===== src/hdl/sedm_pkg.sv =====
// ----------------------------------------------------------------------------
// sedm_pkg
// Shared types and constants for the stereo echo delay mixer.
// ----------------------------------------------------------------------------
package sedm_pkg;

    localparam int SAMPLE_W   = 16;
    localparam int FRAMES_W   = 14;
    localparam int GAIN_W     = 16;
    localparam int GAIN_FRAC  = 14;
    localparam int PROD_W     = SAMPLE_W + GAIN_W;
    localparam int CFG_IDX_W  = 1;

    typedef logic signed [SAMPLE_W-1:0] sample_t;
    typedef logic signed [GAIN_W-1:0]   gain_t;
    typedef logic        [FRAMES_W-1:0] frames_t;
    typedef logic signed [PROD_W-1:0]   prod_t;

    // Configuration register indexes
    localparam logic [CFG_IDX_W-1:0] CFG_DELAY_FRAMES = 1'd0;
    localparam logic [CFG_IDX_W-1:0] CFG_ECHO_GAIN    = 1'd1;

    localparam frames_t DELAY_FRAMES_RST = '0;
    localparam gain_t   ECHO_GAIN_RST    = 16'sd8192;

    localparam sample_t SAMPLE_MAX = 16'sh7fff;
    localparam sample_t SAMPLE_MIN = 16'sh8000;

    // How the delayed term of an item is formed
    typedef struct packed {
        logic zero_delay;  // delayed term is the item itself
        logic tap_ok;      // enough history: use the delay-line read
    } tap_ctrl_t;

endpackage


===== src/hdl/sedm_mix.sv =====
// ----------------------------------------------------------------------------
// sedm_mix
// Gain multiply, truncation toward zero, saturation and the wrapping add.
// Two register stages: product, then the output item.
// ----------------------------------------------------------------------------
module sedm_mix (
    input  logic                aclk,
    input  logic                aresetn,
    input  logic                advance,
    input  logic                tap_valid,
    input  sedm_pkg::sample_t   tap_x,
    input  sedm_pkg::sample_t   tap_data,
    input  sedm_pkg::tap_ctrl_t tap_ctrl,
    input  sedm_pkg::gain_t     echo_gain,
    output logic                out_valid,
    output sedm_pkg::sample_t   out_sample
);

    localparam int SH_W = sedm_pkg::PROD_W - sedm_pkg::GAIN_FRAC;

    sedm_pkg::sample_t delayed;
    sedm_pkg::prod_t   prod_reg, prod_adj;
    sedm_pkg::sample_t px_reg, scaled, sum;
    logic              pvalid_reg, ovalid_reg;
    logic signed [SH_W-1:0] shifted;
    sedm_pkg::sample_t out_reg;

    always_comb begin
        if (tap_ctrl.zero_delay) begin
            delayed = tap_x;
        end else if (tap_ctrl.tap_ok) begin
            delayed = tap_data;
        end else begin
            delayed = '0;
        end
    end

    // Bias negative products so the arithmetic shift truncates toward zero
    always_comb begin
        prod_adj = prod_reg + (prod_reg[sedm_pkg::PROD_W-1]
                   ? sedm_pkg::PROD_W'((1 << sedm_pkg::GAIN_FRAC) - 1) : '0);
        shifted  = prod_adj[sedm_pkg::PROD_W-1:sedm_pkg::GAIN_FRAC];
        if (shifted > SH_W'(sedm_pkg::SAMPLE_MAX)) begin
            scaled = sedm_pkg::SAMPLE_MAX;
        end else if (shifted < SH_W'(sedm_pkg::SAMPLE_MIN)) begin
            scaled = sedm_pkg::SAMPLE_MIN;
        end else begin
            scaled = shifted[sedm_pkg::SAMPLE_W-1:0];
        end
        sum = px_reg + scaled;
    end

    always_ff @(posedge aclk) begin
        if (!aresetn) begin
            pvalid_reg <= 1'b0;
            ovalid_reg <= 1'b0;
        end else if (advance) begin
            pvalid_reg <= tap_valid;
            ovalid_reg <= pvalid_reg;
        end
    end

    always_ff @(posedge aclk) begin
        if (advance) begin
            prod_reg <= echo_gain * delayed;
            px_reg   <= tap_x;
            out_reg  <= sum;
        end
    end

    assign out_valid  = ovalid_reg;
    assign out_sample = out_reg;

endmodule


===== config.mk =====
export PLATFORM = sky130hd
export DESIGN_NAME = sedm_mix
export DESIGN_NICKNAME = d
export VERILOG_FILES = /design/src/hdl/sedm_pkg.sv /design/src/hdl/sedm_mix.sv
export SDC_FILE = /design/constraint.sdc
export NUM_CORES = 1
export LEC_CHECK = 0
export BUFFER_PORTS_ARGS = -buffer_cell sky130_fd_sc_hd__clkbuf_2
export CORE_ASPECT_RATIO = 1.1
export CORE_MARGIN = 3
export CORE_UTILIZATION = 55
export CTS_CLUSTER_DIAMETER = 60
export CTS_CLUSTER_SIZE = 12
export DETAILED_ROUTE_END_ITERATION = 8
export GPL_TIMING_DRIVEN = 0
export PLACE_DENSITY = 0.81
export SLEW_MARGIN = 20
export SYNTH_ARGS = -nofsm -noshare
export SYNTH_HDL_FRONTEND = slang
export SYNTH_SLANG_ARGS = --single-unit

===== constraint.sdc =====
create_clock -name aclk -period 9.9 [get_ports aclk]
set_input_delay 0.495 -clock aclk [delete_from_list [all_inputs] [get_ports aclk]]
set_output_delay 0.495 -clock aclk [all_outputs]
set_load 0.01 [all_outputs]

* Yosys cells after proc, flatten, opt, wreduce, memory -nomap -nowiden *
Cells that the tools add are included.

operators by class
  add/subtract/negate cells = 2
  $mul = 1
  magnitude comparators = 2
  mux-type cells = 5

operators with widths
  cell                                                              count
  2-to-1 mux 16 bit                                                 4
  adder 32 x 14 -> 32 bit                                           1
  multiplier 16 x 16 -> 32 bit                                      1
  greater-than comparator 18 x 16 -> 1 bit (second input constant)  1
  less-than comparator 18 x 16 -> 1 bit (second input constant)     1
  adder 16 bit                                                      1
  2-to-1 mux 14 bit                                                 1

storage, ports and cells
  bits in registers = 66
  input port bits = 54
  output and inout port bits = 17
  word-level logic and storage cells = 15

* Logic depth before layout (Yosys ltp) *
  word-level depth = 6
  gate-level depth with buffers = 29
  gate-level depth less buffers = 25

* Worst setup path before layout *
Ideal clock, no wire load.

  path type = in2reg
  start point = input tap_ctrl[1] (netlist bit)
  end point = register prod_reg[31] (data pin)
  library setup time = 0.260 ns
  arrival time = 6.951 ns
  data required time = 9.640 ns
  slack = 2.690 ns
  cell stages on the path = 27
  path buffers = 4
  cells stage by stage = clkbuf_1 nor2b_1 clkbuf_1 a22o_1 clkbuf_1 nand2_1 fa_1 inv_1 fa_1 inv_1 fa_1 inv_1 fa_1 fa_1 inv_1 fa_1 inv_1 ha_1 clkbuf_1 and4_1 o31ai_1 a21oi_1 o31ai_1 o21ai_0 a31oi_1 a311o_1 xnor2_1

between the ends
  cells in the longest elaborated chain, start to end = 2

RTL lines
  what                          RTL line        source
  start: declaration            sedm_mix.sv:13  input sedm_pkg::tap_ctrl_t tap_ctrl,
  2-to-1 mux 16 bit             sedm_mix.sv:29  if (tap_ctrl.zero_delay) begin
  multiplier 16 x 16 -> 32 bit  sedm_mix.sv:65  prod_reg <= echo_gain * delayed;
  end signal: assignment        sedm_mix.sv:65
  end: declaration              sedm_mix.sv:22  sedm_pkg::prod_t prod_reg, prod_adj;

Every way passes these cells.
A chain may end at the register's enable or synchronous reset.

* Worst setup path after layout *
Same ends and word-level chain as after synthesis.

==> metrics.txt <==
post-synthesis cell type count=61; flip-flop count of the largest register, all copies and words added=32; GRT Util Overall=0.260; Die Wd=154 um; final std cell area, no fill=14400 um^2; slowest cell on the critical path=a22o_1; Startpoint Class=primary input; kind of critical path=primary input to flip-flop; number of post-CTS setup repair buffers=0; number of global-route vias before repair=10.5k; number of sinks handled by clock tree synthesis=66; Die ar.=26100 um^2; worst hold slack=358 ps; hold-fix buffers at CTS=0; required time at the endpoint of the critical path=9990 ps; unrepaired setup endpoints after global routing=false; post-detailed-route via-to-cell ratio=5.70; setup-violating endpoint count in the final report=0; most frequent cell on the critical path=fa_1; Worst Slack Setup Final=1010 ps; achievable frequency=112 MHz; latest clock arrival within the worst-skew pair=340 ps; sequential element share of the synthesized area=0.147; CP peak stage delay=580 ps; Core Footprint=23800 um^2; TritonCTS clock tree=built; maximum number of pins on one net before global-route repair=36; routed length per instance=19.0 um; Worst Max-Slew Pin Slew=1170 ps; Placed Area=14100 um^2; final worst clock skew=11.6 ps; Main synth FF type=edfxtp_1; Slew headroom=0.219; drc violations=0; final weighted congestion in routability-driven placement=0.944; number of cell rows=59; layout cells sized above 1=0.0787; number of warnings printed during yosys synthesis=0; Worst setup EP type=flip-flop; worst setup slack before clock tree synthesis=820 ps; nets in the synthesized netlist=1777; flops & latches, synth=66; 1st-iter DRT viols=633; Vias=9919; run status=finished clean; number of buffers on the longest clock path=2; count of buffer and inverter cells on the critical path=9; post-synthesis cell count=1350; Cell Area, Synth=13300 um^2; Synth async-reset ratio=0; total negative slack=0 ps; number of top-level pins=71; H-tree levels=3; first-pass iteration count of the detailed router=8; number of max-slew violations in the final report=0; number of enable flip-flop cells after synthesis=64; height of the die=169 um; sum of net half-perimeters after detailed placement=27300 um; number of gates given a new drive strength after cts=0; final WL=33000 um; number of antenna violations at the first check in global routing=0; area grow syn2layout=7.89%; CTS clock-pin slew for the worst setup and hold paths=60 ps; total area of multi-input combinational cells=10100 um^2; initial cell density of the core=0.561; classification of the worst-slack hold path=primary input to flip-flop; fraction of the cycle the final worst path needs=0.898; max_cap viols=0; number of nets at the end of the flow=1858; sequential cell area=1960 um^2; number of buffers added on ports=69; arrival time worst endpoint=8980 ps; cell class contributing the biggest share of worst-path delay=adder cells; count of antenna diodes in the layout=0; syn avg cell area=9.87 um^2; CP Max Fanout=10; post-layout minimum cycle time=8890 ps; Remaining Overflow, GRT=0; clk root buf=clkbuf_16; fill cell count=1933; first-pass GRT wire length=53100 um; number of buffers inserted during clock tree synthesis=9; antenna violation net count after detailed routing=0; final hold violation count=0
cells by family after synthesis:
group,Yosys count,synth area share
AOI/OAI and AO/OA,144,0.0762
xor gates and xnor gates,62,0.0408
adders and majority gates,373,0.498
buffers and inverters,327,0.0937
DFF,66,0.147
muxes,3,0.00235
and+or+nand+nor,375,0.141
cells in the mapped netlist (2+ instances only):
cell type  number  share of area
o21ai_1         7         0.0026
or3_1           3         0.0014
inv_1         287          0.081
xnor2_1        46          0.030
buf_2           2        0.00075
or2_2           5         0.0023
and4b_1         2         0.0015
nand4_1         5         0.0023
o21ai_2         9         0.0059
and3_1          5         0.0023
o211ai_1        5         0.0028
o21ai_0        18         0.0068
and4_1          3         0.0020
nor4_1          3         0.0014
nand3_1        10         0.0038
a211oi_1        7         0.0039
a22oi_1         2         0.0011
fa_1          263           0.40
o2111ai_1       2         0.0013
o31ai_1         3         0.0017
a22o_1         14         0.0092
nand2_1       147          0.041
nor2_1         43          0.012
ha_1          110           0.10
a21oi_1        29          0.011
nor3_1         10         0.0038
edfxtp_1       64           0.14
nand3_2         2         0.0015
xor2_1         16          0.011
dfxtp_1         2         0.0030
nor2b_1        25          0.012
a31oi_1         6         0.0028
o21a_1         10         0.0056
a211o_1         3         0.0020
a21o_1         13         0.0073
mux2i_1         2         0.0015
clkbuf_1       36          0.010
a21boi_0        2         0.0011
and2_1        107          0.050
worst paths after layout:
path / endpoint / slack, ps / depth (start not counted) / from
max: prod_reg[31]$_DFFE_PP_ / 1010 / 27 / tap_ctrl[1]
min: px_reg[9]$_DFFE_PP_ / 360 / 1 / tap_x[9]
max reg2reg: out_sample[15]$_DFFE_PP_ / 4130 / 22 / prod_reg[31]$_DFFE_PP_
min reg2reg: out_valid$_SDFFE_PN0P_ / 520 / 2 / out_valid$_SDFFE_PN0P_
routing by layer:
metal / global-route usage / wire [um] / vias up
met5: 0 / 0 / -
met4: 0.126 / 1840 / 0
met3: 0.0497 / 2690 / 121
met2: 0.452 / 16600 / 434
met1: 0.312 / 11800 / 4993
li1: - / - / 4371
stage by stage:
step                      instances  utilization
after floorplan                1350            -
after global placement         1724        0.591
after detailed placement       1725        0.592
after CTS                      1741        0.605
after global routing           1741        0.605
final                          1741        0.605
cell type report:
cell class / instances / area share
Timing Repair Buffer: 70 / 0.0256
Buffer: 40 / 0.0119
Clock buffer: 9 / 0.0157
Multi-Input combinational cell: 957 / 0.704
Clock inverter: 7 / 0.00531
Inverter: 287 / 0.0749
Sequential cell: 66 / 0.136
Tap cell: 305 / 0.0265
cells in the final DEF, fill, tap and decap left out, drive strengths merged, types with 7 or more instances in the layout:
cell | netlist | final
a211oi | 7 | 7
a21o | 13 | 13
a21oi | 29 | 29
a22o | 14 | 14
a31oi | 7 | 7
and2 | 107 | 107
clkbuf | 36 | 114
edfxtp | 64 | 64
fa | 263 | 263
ha | 110 | 110
inv | 287 | 289
nand2 | 147 | 147
nand3 | 12 | 12
nor2 | 43 | 43
nor2b | 25 | 25
nor3 | 10 | 10
o21a | 10 | 10
o21ai | 35 | 35
xnor2 | 46 | 46
xor2 | 16 | 16
Power is left out: the tool's default activity adds up to more than one toggle a clock period on the data nets, which glitch-free logic cannot reach.
